<file path="src/hw/rtl/osfic_pkg.sv">
`timescale 1ns / 1ps
// ----------------------------------------------------------------------------
// osfic_pkg
// shared types, number formats and plant constants of the observer controller
// ----------------------------------------------------------------------------
package osfic_pkg;

    // number formats
    localparam int DW         = 48;   // data word, signed fixed point
    localparam int FRAC_BITS  = 24;   // fraction bits of a data word
    localparam int CONST_FRAC = 32;   // fraction bits of the plant constants
    localparam int ADC_BITS   = 12;
    localparam int DRIVE_W    = 47;
    localparam int PWM_W      = 16;
    localparam int CFG_IDX_W  = 3;

    // multiplier digit size, operand b is consumed one digit per cycle
    localparam int MUL_DIG = 24;
    localparam int MUL_ND  = (DW + MUL_DIG - 1) / MUL_DIG;
    localparam int MUL_BW  = MUL_ND * MUL_DIG;
    localparam int MUL_PW  = DW + MUL_BW;

    localparam logic signed [DW-1:0] D_MAX = {1'b0, {(DW-1){1'b1}}};
    localparam logic signed [DW-1:0] D_MIN = {1'b1, {(DW-1){1'b0}}};

    // volts per count, 32 fraction bits
    localparam int ADC_K_W = 22;
    localparam logic [ADC_K_W-1:0] C_ADC_K = ADC_K_W'(3460301);

    // plant constants, 32 fraction bits
    localparam logic signed [DW-1:0] C_TS  = DW'(64'sd2147484);
    localparam logic signed [DW-1:0] C_A00 = DW'(64'sd416523780882);
    localparam logic signed [DW-1:0] C_A01 = DW'(64'sd38701520808);
    localparam logic signed [DW-1:0] C_A10 = DW'(-64'sd69487846385254);
    localparam logic signed [DW-1:0] C_A11 = DW'(-64'sd2863311530667);
    localparam logic signed [DW-1:0] C_B0  = DW'(64'sd51252274);
    localparam logic signed [DW-1:0] C_B1  = DW'(-64'sd3382517815);
    localparam logic signed [DW-1:0] C_F0  = DW'(64'sd0);
    localparam logic signed [DW-1:0] C_F1  = DW'(64'sd286332585);
    localparam logic signed [DW-1:0] C_D0  = DW'(-64'sd77258);
    localparam logic signed [DW-1:0] C_D1  = DW'(64'sd6948828);

    // register reset values
    localparam logic signed [DW-1:0] RST_REF_LOW  = DW'(64'sd16777216);
    localparam logic signed [DW-1:0] RST_REF_HIGH = DW'(64'sd25165824);
    localparam logic signed [DW-1:0] RST_KI       = DW'(64'sd23360595558);
    localparam logic signed [DW-1:0] RST_K1       = DW'(64'sd184274230);
    localparam logic signed [DW-1:0] RST_K2       = DW'(64'sd7838768300032);
    localparam logic signed [DW-1:0] RST_K3       = DW'(64'sd10484568818);
    localparam logic [DRIVE_W-1:0]   RST_DMAX     = DRIVE_W'(64'd55364813);
    localparam logic [DRIVE_W-1:0]   RST_PWM      = DRIVE_W'(64'd5078919623);
    localparam logic signed [DW-1:0] RST_ULAST    = DW'(64'sd1 <<< FRAC_BITS);

    // configuration register indexes
    typedef enum logic [CFG_IDX_W-1:0] {
        CFG_REF_LOW   = 3'd0,
        CFG_REF_HIGH  = 3'd1,
        CFG_KI        = 3'd2,
        CFG_K1        = 3'd3,
        CFG_K2        = 3'd4,
        CFG_K3        = 3'd5,
        CFG_DRIVE_MAX = 3'd6,
        CFG_PWM_SCALE = 3'd7
    } t_cfg_idx;

    // micro-operations
    typedef enum logic [2:0] {
        OP_NOP,
        OP_LOAD,   // take a sample word, form y and r
        OP_MOV,
        OP_ADD,
        OP_SUB,
        OP_MULQ,   // product shifted by the data fraction
        OP_MULC,   // product shifted by the constant fraction
        OP_EMIT    // hand the result word to the output register
    } t_op;

    typedef enum logic [1:0] {
        J_NEXT,
        J_GOTO,
        J_NEG,     // jump when operand a is negative
        J_LE       // jump when operand a <= operand b
    } t_jmp;

    typedef enum logic [4:0] {
        S_ZERO, S_Y, S_R, S_ETA0, S_ETA1, S_XI, S_ULAST,
        S_T0, S_T1, S_T2,
        S_KI, S_K1, S_K2, S_K3, S_DMAX, S_PWM,
        S_TS, S_A00, S_A01, S_A10, S_A11, S_B0, S_B1, S_F0, S_F1, S_D0, S_D1
    } t_src;

    typedef enum logic [2:0] {
        D_NONE, D_T0, D_T1, D_T2, D_ETA0, D_ETA1, D_XI, D_ULAST
    } t_dst;

    // one control word
    typedef struct packed {
        t_op  op;
        t_src src_a;
        t_src src_b;
        t_dst dst;
        t_jmp jmp;
        logic [5:0] target;
    } t_uword;

    // sequencer to datapath
    typedef struct packed {
        t_op  op;
        t_src src_a;
        t_src src_b;
        t_dst dst;
        logic commit;
    } t_ctrl;

    // datapath to sequencer
    typedef struct packed {
        logic mul_done;
        logic out_free;
        logic a_neg;
        logic a_le_b;
    } t_stat;

endpackage

</file>
<file path="src/hw/rtl/osfic_useq.sv">
`timescale 1ns / 1ps
// ----------------------------------------------------------------------------
// osfic_useq
// step counter and control store of the update program
// ----------------------------------------------------------------------------
module osfic_useq (
    input  logic             i_clk,
    input  logic             i_rst_n,
    input  logic             i_in_valid,
    output logic             o_in_ready,
    input  osfic_pkg::t_stat i_stat,
    output osfic_pkg::t_ctrl o_ctrl
);
    import osfic_pkg::*;

    localparam logic [5:0] L_WAIT  = 6'd0;
    localparam logic [5:0] L_ZERO  = 6'd36;
    localparam logic [5:0] L_STORE = 6'd37;

    logic [5:0] r_pc, n_pc;
    t_uword     uw;
    logic       stall, taken;

    function automatic t_uword mk(input t_op op, input t_src a, input t_src b,
                                  input t_dst d, input t_jmp j, input logic [5:0] tg);
        t_uword w;
        w.op     = op;
        w.src_a  = a;
        w.src_b  = b;
        w.dst    = d;
        w.jmp    = j;
        w.target = tg;
        return w;
    endfunction

    function automatic t_uword rom(input logic [5:0] pc);
        t_uword w;
        case (pc)
            // sample load, then observer derivative, first state
            6'd0:  w = mk(OP_LOAD, S_ZERO,  S_ZERO, D_NONE,  J_NEXT, L_WAIT);
            6'd1:  w = mk(OP_MULC, S_ULAST, S_F0,   D_T0,    J_NEXT, L_WAIT);
            6'd2:  w = mk(OP_MULC, S_Y,     S_B0,   D_T1,    J_NEXT, L_WAIT);
            6'd3:  w = mk(OP_ADD,  S_T0,    S_T1,   D_T0,    J_NEXT, L_WAIT);
            6'd4:  w = mk(OP_MULC, S_ETA0,  S_A00,  D_T1,    J_NEXT, L_WAIT);
            6'd5:  w = mk(OP_ADD,  S_T0,    S_T1,   D_T0,    J_NEXT, L_WAIT);
            6'd6:  w = mk(OP_MULC, S_ETA1,  S_A01,  D_T1,    J_NEXT, L_WAIT);
            6'd7:  w = mk(OP_ADD,  S_T0,    S_T1,   D_T0,    J_NEXT, L_WAIT);
            // second state
            6'd8:  w = mk(OP_MULC, S_ULAST, S_F1,   D_T2,    J_NEXT, L_WAIT);
            6'd9:  w = mk(OP_MULC, S_Y,     S_B1,   D_T1,    J_NEXT, L_WAIT);
            6'd10: w = mk(OP_ADD,  S_T2,    S_T1,   D_T2,    J_NEXT, L_WAIT);
            6'd11: w = mk(OP_MULC, S_ETA0,  S_A10,  D_T1,    J_NEXT, L_WAIT);
            6'd12: w = mk(OP_ADD,  S_T2,    S_T1,   D_T2,    J_NEXT, L_WAIT);
            6'd13: w = mk(OP_MULC, S_ETA1,  S_A11,  D_T1,    J_NEXT, L_WAIT);
            6'd14: w = mk(OP_ADD,  S_T2,    S_T1,   D_T2,    J_NEXT, L_WAIT);
            // euler step
            6'd15: w = mk(OP_MULC, S_T0,    S_TS,   D_T0,    J_NEXT, L_WAIT);
            6'd16: w = mk(OP_ADD,  S_ETA0,  S_T0,   D_ETA0,  J_NEXT, L_WAIT);
            6'd17: w = mk(OP_MULC, S_T2,    S_TS,   D_T2,    J_NEXT, L_WAIT);
            6'd18: w = mk(OP_ADD,  S_ETA1,  S_T2,   D_ETA1,  J_NEXT, L_WAIT);
            // full state estimate
            6'd19: w = mk(OP_MULC, S_Y,     S_D0,   D_T0,    J_NEXT, L_WAIT);
            6'd20: w = mk(OP_ADD,  S_ETA0,  S_T0,   D_T0,    J_NEXT, L_WAIT);
            6'd21: w = mk(OP_MULC, S_Y,     S_D1,   D_T1,    J_NEXT, L_WAIT);
            6'd22: w = mk(OP_ADD,  S_ETA1,  S_T1,   D_T1,    J_NEXT, L_WAIT);
            // integral of tracking error
            6'd23: w = mk(OP_SUB,  S_R,     S_Y,    D_T2,    J_NEXT, L_WAIT);
            6'd24: w = mk(OP_MULC, S_T2,    S_TS,   D_T2,    J_NEXT, L_WAIT);
            6'd25: w = mk(OP_ADD,  S_XI,    S_T2,   D_XI,    J_NEXT, L_WAIT);
            // feedback sum and effort
            6'd26: w = mk(OP_MULQ, S_K1,    S_Y,    D_T2,    J_NEXT, L_WAIT);
            6'd27: w = mk(OP_MULQ, S_K2,    S_T0,   D_T0,    J_NEXT, L_WAIT);
            6'd28: w = mk(OP_ADD,  S_T2,    S_T0,   D_T2,    J_NEXT, L_WAIT);
            6'd29: w = mk(OP_MULQ, S_K3,    S_T1,   D_T1,    J_NEXT, L_WAIT);
            6'd30: w = mk(OP_ADD,  S_T2,    S_T1,   D_T2,    J_NEXT, L_WAIT);
            6'd31: w = mk(OP_MULQ, S_KI,    S_XI,   D_T0,    J_NEXT, L_WAIT);
            6'd32: w = mk(OP_SUB,  S_T0,    S_T2,   D_T0,    J_NEXT, L_WAIT);
            // clamp to [0, drive_max], store the drive, scale it to the compare value and emit
            6'd33: w = mk(OP_NOP,  S_T0,    S_ZERO, D_NONE,  J_NEG,  L_ZERO);
            6'd34: w = mk(OP_NOP,  S_T0,    S_DMAX, D_NONE,  J_LE,   L_STORE);
            6'd35: w = mk(OP_MOV,  S_DMAX,  S_ZERO, D_T0,    J_GOTO, L_STORE);
            6'd36: w = mk(OP_MOV,  S_ZERO,  S_ZERO, D_T0,    J_NEXT, L_WAIT);
            6'd37: w = mk(OP_MOV,  S_T0,    S_ZERO, D_ULAST, J_NEXT, L_WAIT);
            6'd38: w = mk(OP_MULQ, S_PWM,   S_T0,   D_T1,    J_NEXT, L_WAIT);
            6'd39: w = mk(OP_EMIT, S_ZERO,  S_ZERO, D_NONE,  J_GOTO, L_WAIT);
            default: w = mk(OP_NOP, S_ZERO, S_ZERO, D_NONE,  J_GOTO, L_WAIT);
        endcase
        return w;
    endfunction

    assign uw = rom(r_pc);

    always_comb begin
        case (uw.op)
            OP_LOAD:          stall = !i_in_valid;
            OP_EMIT:          stall = !i_stat.out_free;
            OP_MULQ, OP_MULC: stall = !i_stat.mul_done;
            default:          stall = 1'b0;
        endcase
        unique case (uw.jmp)
            J_NEXT:  taken = 1'b0;
            J_GOTO:  taken = 1'b1;
            J_NEG:   taken = i_stat.a_neg;
            J_LE:    taken = i_stat.a_le_b;
            default: taken = 1'b0;
        endcase
        if (stall) begin
            n_pc = r_pc;
        end else if (taken) begin
            n_pc = uw.target;
        end else begin
            n_pc = r_pc + 1'b1;
        end
    end

    always_ff @(posedge i_clk) begin
        if (!i_rst_n) begin
            r_pc <= L_WAIT;
        end else begin
            r_pc <= n_pc;
        end
    end

    assign o_in_ready    = (uw.op == OP_LOAD);
    assign o_ctrl.op     = uw.op;
    assign o_ctrl.src_a  = uw.src_a;
    assign o_ctrl.src_b  = uw.src_b;
    assign o_ctrl.dst    = uw.dst;
    assign o_ctrl.commit = !stall;

endmodule

</file>
<file path="config.mk">
export PLATFORM = sky130hd
export DESIGN_NAME = osfic_useq
export DESIGN_NICKNAME = d
export VERILOG_FILES = /design/src/hw/rtl/osfic_pkg.sv /design/src/hw/rtl/osfic_useq.sv
export SDC_FILE = /design/constraint.sdc
export NUM_CORES = 1
export LEC_CHECK = 0
export BUFFER_PORTS_ARGS = -buffer_cell sky130_fd_sc_hd__buf_2
export CAP_MARGIN = 20
export CORE_MARGIN = 1
export CORE_UTILIZATION = 51
export DETAILED_ROUTE_END_ITERATION = 12
export GPL_TIMING_DRIVEN = 0
export HOLD_SLACK_MARGIN = 0.05
export PLACE_DENSITY_LB_ADDON = 0.3
export SYNTH_ARGS = -nofsm -noshare
export SYNTH_HDL_FRONTEND = slang
export SYNTH_SLANG_ARGS = --single-unit
</file>
<file path="constraint.sdc">
create_clock -name i_clk -period 3.3 [get_ports i_clk]
set_input_delay 0.33 -clock i_clk [delete_from_list [all_inputs] [get_ports i_clk]]
set_output_delay 0.33 -clock i_clk [all_outputs]
set_load 0.01 [all_outputs]
</file>
==> results.md, run 1 <==
* Post-layout minimum cycle time at 3.137 ns
* Final setup violation count at 0
* Clock sink count at 25
* Max H-tree Level at 1
* Worst path top cell family by delay: compound AO/OA/AOI/OAI gates
* Clk Tree Root Cell: clkbuf_8
* Most used DFF post-synth: dfxtp_1
* DR pass1 iterations at 5
* Initial antenna violation count at 0
* Max Freq at 318.8 MHz
* Startpoint types: flip-flop
* Cells after Synth at 268
* DRC at 0
* Maximum VDD drop at 0.4770 mV
* Gr ovfl total at 0
* GPL Wtd Cong at 1.036
* Fin crit share at 95.05%
* Diode count at 0
* Outcome: complete, no violations
* Power consumption at 1.908 mW
* Final Hold Fails at 0
* Unrepaired setup endpoints after global routing: false
* Post-DR wirelength/cell at 18.02 um
* Row count at 22
* Seq/Total Area, Yosys at 24.08%
* Yosys reg bits at 25
* Slew Viols, Final at 0
* Core area at 0.003771 sq mm
* Pin count of the biggest net entering global routing at 14
* Die Y at 65.84 um
* Critical path arrival at 3.27 ns
* Yosys warnings at 0
* Global-route wire length before repair at 10.12 mm
* DP Worst Slack at -0.2486 ns
* PwrDens at 826.2 mW/mm^2
* Gr usage total at 30.52%
* Post-synth EDFFs at 0
* Die area at 0.004334 sq mm
* Vias per std cell at 6.596
* PortBufs at 22
* Vias in the first global route at 2105
* ANT nets after route at 0
* Syn nets at 284
* Final net count at 311
* Num CTS Buffers at 3
* Bufs on Longest Clock Path at 2
* Hold Buf Count CTS at 0
* Static Leak at 1.018 nW
* Layout cell share with drive strength beyond 1 at 24.83%
* Number of library cell types mapped by synthesis at 63
* Hold Crit Class: reg2reg
* Post-synthesis average cell area at 7.755 sq um
* Req. time, crit path at 3.43 ns
* Die width at 65.84 um
* I/O pin count at 25
* Max-cap viol count at 0
* CP bufs+invs at 2
* Critical path capture point type: flip-flop
* CP max stage cell: or4b_4
* CTS tree: yes
* Slew margin rel. at 60.85%
* Setup CP Type: reg2reg
* Worst path cell trace: or4b_4 -> o31ai_1 -> nor3_2 -> a31oi_4 -> inv_1 -> ha_1 -> inv_1 -> nor4_1 -> o31ai_1 -> o221ai_1
* Skew final at 0.001151 ns
* Ys async rst share at 0%
* Synth Cell Area at 0.002078 sq mm
* DR vias at 2256
* DP HPWL at 4.455 mm
* CP Max Fanout at 12
* CP max stage delay at 0.56 ns
* Worst skew pair latency at 0.27 ns
* Worst-margin pin slew at 0.5872 ns
* First DRT Iteration DRCs at 357
* Area grow syn2layout at 11.14%
* Clock Pin Slew Worst Setup and Hold Paths at 0.09 ns
* Final WL at 6.163 mm
* Starting Density at 55.11%
* Worst setup margin at 0.1633 ns
[stage by stage]
stage          hold slack [ns]  utilization [%]  std cells  setup TNS, ns  cell area [sq um]
2_1_floorplan           0.6879                -        268              0               2078
3_3_place_gp            0.7752            59.62        338         -1.143               2248
3_5_place_dp            0.7706            59.62        338         -1.125               2248
4_1_cts                 0.7690            60.75        341              0               2291
5_1_grt                 0.8703            61.25        342              0               2310
6_report                0.8158            61.25        342              0               2310
[cells in the mapped netlist, drive strengths merged (3+ instances only)]
| library cell | number | share of area [%] |
|---|---|---|
| a21o | 3 | 1.1 |
| nand3 | 9 | 2.2 |
| a211o | 3 | 1.3 |
| ha | 9 | 5.4 |
| nor3 | 8 | 2.2 |
| a211oi | 5 | 1.8 |
| clkbuf | 3 | 0.54 |
| inv | 12 | 2.3 |
| o21ai | 16 | 3.9 |
| mux2i | 4 | 1.9 |
| o221ai | 7 | 3.6 |
| nor2 | 28 | 5.3 |
| and3 | 6 | 1.8 |
| nand2 | 25 | 4.9 |
| buf | 29 | 9.8 |
| o211ai | 9 | 3.7 |
| o31ai | 4 | 1.4 |
| a21oi | 17 | 4.1 |
| a31oi | 4 | 1.5 |
| o22ai | 4 | 1.2 |
| a22oi | 4 | 1.9 |
| dfxtp | 25 | 24 |
[registers in the layout (all words and copies together), names as in the netlist]
name	count
uw	19
r_pc	6
[worst paths after layout]
kind | startpoint | cells after the start | endpoint | slack, ns
max | uw[23]$_DFF_P_ | 10 | uw[11]$_DFF_P_ | 0.16
min | r_pc[5]$_SDFFE_PN0N_ | 4 | uw[6]$_SDFF_PP0_ | 0.82
max reg2reg | uw[23]$_DFF_P_ | 10 | uw[11]$_DFF_P_ | 0.16
min reg2reg | r_pc[5]$_SDFFE_PN0N_ | 4 | uw[6]$_SDFF_PP0_ | 0.82
[metal layers]
metal / global-route usage (%) / wire length (um) / up-vias
met5: 0 / 0 / -
met4: 8.424 / 97 / 0
met3: 8.103 / 756 / 16
met2: 47.58 / 2764 / 172
met1: 41.06 / 2544 / 1036
li1: - / - / 1032
[kinds of logic (layout without fill, tap and decap cells)]
kind of cell | after synthesis | after routing | share of synthesized area (%)
other | 1 | 1 | 0.1804
AND/OR/NAND/NOR | 85 | 85 | 19.81
buffers and inverters | 46 | 72 | 13.06
adder cells (fa/ha/maj) | 9 | 9 | 5.419
AO/OA/AOI/OAI | 96 | 96 | 34.56
multiplexers | 5 | 5 | 2.468
flip-flops | 25 | 25 | 24.08
XOR/XNOR | 1 | 1 | 0.4215
[tightest hold or removal path, stage by stage (launching register included)]
cell	delay, ns
dfxtp_1	0.32
nand2_1	0.06
o32a_1	0.16
buf_4	0.18
nor2_1	0.06
[power breakdown]
group / switching [mW] / total, mW / internal, mW
sequential: 0.0655 / 0.461 / 0.395
clock: 0.0981 / 0.185 / 0.0865
combinational: 0.739 / 1.26 / 0.524
[placed cells by master, fill, tap and decap left out, types with 4 or more instances in the layout]
cell      Yosys  layout
a211oi_1      5       5
a21oi_1      17      17
and3_1        6       6
buf_2         7      29
buf_4        19      20
dfxtp_1      25      25
ha_1          9       8
inv_1        10      10
mux2i_1       4       4
nand2_1      24      24
nand3_1       9       9
nor2_1       26      26
nor3_1        7       7
o211ai_1      7       7
o21ai_0      15      15
o221ai_1      5       5
o22ai_1       4       4
o31ai_1       4       4
[cell type report]
class / count / area (sq um)
Fill cell: 359 / 1461
Multi-Input combinational cell: 197 / 1318
Sequential cell: 25 / 500.5
Buffer: 31 / 212.7
Timing Repair Buffer: 23 / 117.6
Tap cell: 48 / 60.06
Inverter: 14 / 56.30
Clock buffer: 4 / 45.04
[what timing repair did]
item / 4_1_cts / 5_1_grt
endpoints found under the hold margin: 0 / 0
pin swaps: 0 / 1
gates cloned: 0 / 0
resized for setup: 1 / 2
setup buffers: 0 / 1
endpoints found under the setup margin: 8 / 8
Note: power is estimated with default switching activity, not from simulation.
==> run 2, diff against run 1 <==
- CELL_PAD_IN_SITES_DETAIL_PLACEMENT: unset -> 0
- CELL_PAD_IN_SITES_GLOBAL_PLACEMENT: unset -> 1
- CORE_UTILIZATION: 51 -> 43
==> run 2 against run 1 <==
Critical path type unchanged; flip-flop and latch count unchanged; largest cell class unchanged; count of clock-buffer cells in the layout down 1; worst setup slack better by 0.039 ns.
==> results.md, run 2 (synthesized netlist as in run 1, its figures left out) <==
* Outcome: complete, no violations
* Setup Buffers After CTS at 0 (unchanged)
* Final Hold Fails at 0 (unchanged)
* Starting Density at 46.14% (-9.0 points)
* Placed Cells at 342 (+1.2%)
* Vias in the first global route at 1982 (-5.8%)
* Hold Buf Count CTS at 0 (unchanged)
* Slew Viols, Final at 0 (unchanged)
* Core area at 0.004504 sq mm (+19%)
* Die Y at 71.52 um (+8.6%)
* Vias per std cell at 6.342 (-3.9%)
* Final WL at 6.367 mm (+3.3%)
* Die width at 71.52 um (+8.6%)
* CP Max Fanout at 13 (+1)
* Hold Crit Class: in2reg
* Num CTS Buffers at 3 (unchanged)
* FILL cells at 463 (+29%)
* Layout Cells excl Fill at 345 (+0.88%)
* I/O pin count at 25 (unchanged)
* DP HPWL at 4.494 mm (+0.89%)
* DRC at 0 (unchanged)
* Critical path capture point type: flip-flop
* DR vias at 2188 (-3.0%)
* Post-DR wirelength/cell at 18.46 um (+2.4%)
* Diode count at 0 (unchanged)
* Setup CP Type: reg2reg
* Worst skew pair latency at 0.28 ns (about the same)
* PortBufs at 22 (unchanged)
* First DRT Iteration DRCs at 221 (-38%)
* Worst r2r src: uw[23]$_DFF_P_
* Unrepaired setup endpoints after global routing: false
* Gr usage total at 25.72% (-4.8 points)
* Commonest non-fill, non-tap cell in the layout: buf_2
* Register Area at 500.5 sq um (unchanged)
* Critical path arrival at 3.24 ns (-0.03 ns)
* Clock Pin Slew Worst Setup and Hold Paths at 0.10 ns (about the same)
* Max-cap viol count at 0 (unchanged)
* ANT nets after route at 0 (unchanged)
* Fin crit share at 93.86% (-1.2 points)
* Global-route wire length before repair at 10.20 mm (+0.82%)
* Gr ovfl total at 0 (unchanged)
* Bufs on Longest Clock Path at 2 (unchanged)
* Startpoint types: flip-flop
* Most frequent cells in the layout: 29 x buf_2, 26 x nor2_1, 25 x dfxtp_1, 24 x nand2_1, 20 x buf_4
* Layout cell share with drive strength beyond 1 at 24.57% (-0.26 points)
* Pin count of the biggest net entering global routing at 15 (+1)
* Final Util at 51.25% (-10 points)
* Skew final at 0.004551 ns (+0.003400 ns)
* Clock sink count at 25 (unchanged)
* Final net count at 310 (-0.32%)
* Die area at 0.005115 sq mm (+18%)
* Area of the multi-input gates at 0.001315 sq mm (-0.19%)
* Clk Tree Root Cell: clkbuf_8
* Worst Hold Margin at 0.8007 ns (-0.01510 ns)
* Static Leak at 1.017 nW (about the same)
* CTS tree: yes
* Row count at 24 (+9.1%)
* Post-layout minimum cycle time at 3.098 ns (-0.03917 ns)
* Max H-tree Level at 1 (unchanged)
* Critical Path Source: uw[23]$_DFF_P_
* Area grow syn2layout at 11.08% (about the same)
* DR pass1 iterations at 5 (unchanged)
* Slew margin rel. at 57.72% (-3.1 points)
* Req. time, crit path at 3.45 ns (+0.02 ns)
* Final setup violation count at 0 (unchanged)
* PwrDens at 815.4 mW/mm^2 (-1.3%)
* Max Freq at 322.8 MHz (+1.3%)
* Max reg flops at 19 (unchanged)
* Maximum VDD drop at 0.4299 mV (-9.9%)
* Initial antenna violation count at 0 (unchanged)
* Worst-margin pin slew at 0.6314 ns (+0.04420 ns)
* Hold wc startpoint: i_rst_n
* GPL Wtd Cong at 1.015 (-2.1%)
[run 2: final cells by class]
| class | count | area share (%) |
|---|---|---|
| well taps | 52 | 2.818 |
| clock inverters | 1 | 0.2168 |
| repair buffers | 22 | 4.770 |
| plain buffers | 31 | 9.322 |
| flip-flops and latches | 25 | 21.68 |
| inverters | 14 | 2.439 |
| multi-input cells | 197 | 56.96 |
| clock buffers | 3 | 1.789 |
[run 2: worst max-delay path, stage by stage (launching register included)]
cell and delay, ns:
dfxtp_1 0.37, or4b_4 0.56, o31a_4 0.16, a21o_1 0.16, o211ai_1 0.29, buf_4 0.32, ha_1 0.41, and3_1 0.24
o31ai_1 0.28, o221ai_1 0.17
[run 2: metrics by stage]
stage | instance area [sq um] | worst slack (ns) | TNS [ns] | power, mW
2_1_floorplan | 2078 | 0.3981 | 0 | 1.339
3_3_place_gp | 2253 | -0.2924 | -1.456 | 1.654
3_5_place_dp | 2253 | -0.2176 | -0.8511 | 1.649
4_1_cts | 2297 | 0.06121 | 0 | 1.845
5_1_grt | 2308 | 0.03900 | 0 | 2.017
6_report | 2308 | 0.2025 | 0 | 1.882
[run 2: worst paths after layout]
| kind | cells past startpoint | to | slack, ns |
|---|---|---|---|
| worst max-delay path | 9 | uw[11]$_DFF_P_ | 0.20 |
| worst min-delay path | 5 | uw[12]$_DFF_P_ | 0.80 |
| worst max register to register | 9 | uw[11]$_DFF_P_ | 0.20 |
| worst min register to register | 4 | uw[6]$_SDFF_PP0_ | 0.82 |
[run 2: power by group]
| group | internal, mW | total [mW] | leakage, nW | switching [mW] |
|---|---|---|---|---|
| logic | 0.514 | 1.23 | 0.786 | 0.715 |
| registers | 0.395 | 0.458 | 0.206 | 0.0632 |
| clock network | 0.0849 | 0.195 | 0.0255 | 0.110 |
| total | 0.994 | 1.88 | 1.02 | 0.888 |
[run 2: metal layers]
metal  part of all wire [%]  vias up  GRT usage, %
met4                    2.5        0         8.715
met5                      0        -             0
met1                     46     1014         36.29
met2                     44      121         39.68
met3                    7.9       20         4.641
li1                       -     1033             -
[run 2: repair_timing]
action                                  CTS  global route
resized for setup                         1             4
endpoints found under the setup margin    8             7
hold endpoints to repair                  0             0
==> run 3, diff against run 2 <==
- BUFFER_PORTS_ARGS: -buffer_cell sky130_fd_sc_hd__buf_2 -> unset
- CORE_UTILIZATION: 43 -> 47
- DONT_BUFFER_PORTS: unset -> 1
==> run 3 against run 2 <==
Routed wire length down 7.4%; combinational power down 4%; utilization up 2.6 points; clock power down 5%; die area down 8.3%; critical path type unchanged; worst hold slack worse by 0.027 ns.
==> results.md, run 3 (synthesized netlist as in run 1, its figures left out) <==
* Most frequent cells in the layout: 26 x nor2_1, 25 x dfxtp_1, 24 x nand2_1, 22 x buf_4, 17 x a21oi_1
* I/O pin count at 25 (unchanged)
* Die width at 68.50 um (-4.2%)
* Hold depth at 6 (+1)
* Max reg flops at 19 (unchanged)
* First DRT Iteration DRCs at 306 (+38%)
* Worst skew pair latency at 0.27 ns (about the same)
* Bufs on Longest Clock Path at 2 (unchanged)
* Pin count of the biggest net entering global routing at 14 (-1)
* Post-layout minimum cycle time at 3.095 ns (-0.002905 ns)
* Die area at 0.004692 sq mm (-8.3%)
* Commonest non-fill, non-tap cell in the layout: nor2_1
* DR pass1 iterations at 5 (unchanged)
* Static Leak at 0.9309 nW (-8.5%)
* Fin crit share at 93.78% (about the same)
* Flop-to-flop setup slack at 0.21 ns (about the same)
* Met2 Usage GRT at 42.28% (+2.6 points)
* Max H-tree Level at 1 (unchanged)
* Reg2Reg Depth at 10 (+1)
* Die Y at 68.50 um (-4.2%)
* PortBufs at 0 (-100%)
* Gr usage total at 28.36% (+2.6 points)
* Vias in the first global route at 1998 (+0.81%)
* GPL Wtd Cong at 0.9522 (-6.2%)
* Clk Tree Root Cell: clkbuf_8
* Outcome: complete, no violations
* GR Util met3 at 5.099% (+0.46 points)
* Critical path capture point type: flip-flop
* Worst Hold Path EP: uw[9]$_DFF_P_
* Final Hold Fails at 0 (unchanged)
* PwrDens at 820.9 mW/mm^2 (+0.68%)
* Reg2Reg Capture Point: uw[17]$_DFF_P_
* Starting Density at 50.50% (+4.4 points)
* Diode count at 0 (unchanged)
* Unrepaired setup endpoints after global routing: false
* Sw Ratio at 47.24% (+0.054 points)
* Clock sink count at 25 (unchanged)
* Final net count at 291 (-6.1%)
* Final WL at 5.898 mm (-7.4%)
* ANT nets after route at 0 (unchanged)
* CTS tree: yes
* Post-DR wirelength/cell at 18.20 um (-1.4%)
* Clock Pin Slew Worst Setup and Hold Paths at 0.09 ns (about the same)
* Maximum VDD drop at 0.3415 mV (-21%)
* Slew margin rel. at 60.99% (+3.3 points)
* DRC at 0 (unchanged)
* Vias per std cell at 6.614 (+4.3%)
* Gr ovfl total at 0 (unchanged)
* Critical path arrival at 3.25 ns (about the same)
* DR vias at 2143 (-2.1%)
* Max Freq at 323.1 MHz (about the same)
* Req. time, crit path at 3.45 ns (about the same)
* Global-route wire length before repair at 9.873 mm (-3.2%)
* Power share of the clock group at 10.2% (about the same)
* Hold Buf Count CTS at 0 (unchanged)
* Slew Viols, Final at 0 (unchanged)
* Area grow syn2layout at 6.562%
* Num CTS Buffers at 3 (unchanged)
* Worst-margin pin slew at 0.5852 ns (-0.04618 ns)
* NetSw at 0.8588 mW (-3.3%)
* Met1 GRT Util at 40.02% (+3.7 points)
* CP Max Fanout at 13 (unchanged)
* Layer with the highest usage: met2
* Worst r2r src: uw[23]$_DFF_P_
* Final setup violation count at 0 (unchanged)
* Sequential power share at 25.1% (+0.8 points)
* Comb power frac at 64.6% (-0.7 points)
* Worst Hold Margin at 0.7736 ns (-0.02714 ns)
* Layout cell share with drive strength beyond 1 at 18.98% (-5.6 points)
* DP HPWL at 4.238 mm (-5.7%)
* Final Util at 53.82% (+2.6 points)
* Hold Crit Class: in2reg
* Skew final at 0.006776 ns (+0.002225 ns)
* Int Pwr at 0.9592 mW (-3.5%)
* Row count at 23 (-4.2%)
* Startpoint types: flip-flop
* Initial antenna violation count at 0 (unchanged)
* Max-cap viol count at 0 (unchanged)
* Hold wc startpoint: i_stat[3]
* Setup CP Type: reg2reg
* Core area at 0.004115 sq mm (-8.6%)
==> run 3: cell count changes in the layout (fill, tap and decap cells not counted) <==
cell	previous run	this run
buf_2	29	7
buf_4	20	22
clkbuf_1	2	3
clkbuf_2	0	1
clkinv_2	2	1
==> run 3: power groups by stage <==
stage          Combinational (mW)  Sequential [mW]  Clock [mW]
6_report                     1.18            0.456       0.186
5_1_grt                      1.29            0.475       0.203
4_1_cts                      1.12            0.458       0.189
3_5_place_dp                 1.11            0.465           0
3_3_place_gp                 1.12            0.462           0
2_1_floorplan               0.892            0.447           0
==> run 3: worst max path at each step <==
stage	slack (ns)	depth (start not counted)	end	from
after floorplan	0.40	10	uw[11]$_DFF_P_	uw[22]$_DFF_P_
after global placement	-0.25	11	uw[17]$_DFF_P_	uw[23]$_DFF_P_
after detailed placement	-0.20	11	uw[17]$_DFF_P_	uw[23]$_DFF_P_
after CTS	0.10	10	uw[17]$_DFF_P_	uw[23]$_DFF_P_
after global routing	0.08	9	uw[11]$_DFF_P_	uw[23]$_DFF_P_
final	0.21	10	uw[17]$_DFF_P_	uw[23]$_DFF_P_
==> run 3: worst max-delay path, stage by stage (launching register included) <==
cell	delay [ns]
dfxtp_1	0.36
or4b_4	0.56
o31a_4	0.16
a21o_1	0.17
o211ai_1	0.22
clkbuf_2	0.37
ha_1	0.44
nor2_2	0.29
nor2_1	0.13
a31oi_1	0.16
o211ai_1	0.12
==> run 3: timing repair <==
action / in CTS / in global routing
pin swaps: 0 / 1
buffers inserted: 0 / 3
gates resized for setup: 1 / 1
endpoints found under the setup margin: 7 / 10
==> run 3: final cells by class <==
type / count / area (sq um)
Tap cell: 50 / 62.56
Buffer: 31 / 212.7
Multi-Input combinational cell: 197 / 1315
Inverter: 14 / 56.30
Timing Repair Buffer: 3 / 22.52
Fill cell: 397 / 1901
Sequential cell: 25 / 500.5
Clock buffer: 4 / 45.04
==> run 3: per-layer routing <==
| metal | share of wire, % | routed length [um] |
|---|---|---|
| met1 | 44 | 2586 |
| met2 | 43 | 2560 |
| met3 | 11 | 629 |
| met4 | 2.1 | 122 |
| met5 | 0 | 0 |
==> run 3: through the flow <==
step | setup TNS [ns] | cell area (sq um) | instances | setup WS, ns | power [mW]
floorplan | 0 | 2078 | 268 | 0.3981 | 1.339
global placement | -1.197 | 2141 | 318 | -0.2550 | 1.585
detailed placement | -0.8578 | 2141 | 318 | -0.1968 | 1.577
CTS | 0 | 2183 | 321 | 0.1013 | 1.764
global route | 0 | 2215 | 324 | 0.07720 | 1.968
finish | 0 | 2215 | 324 | 0.2054 | 1.818
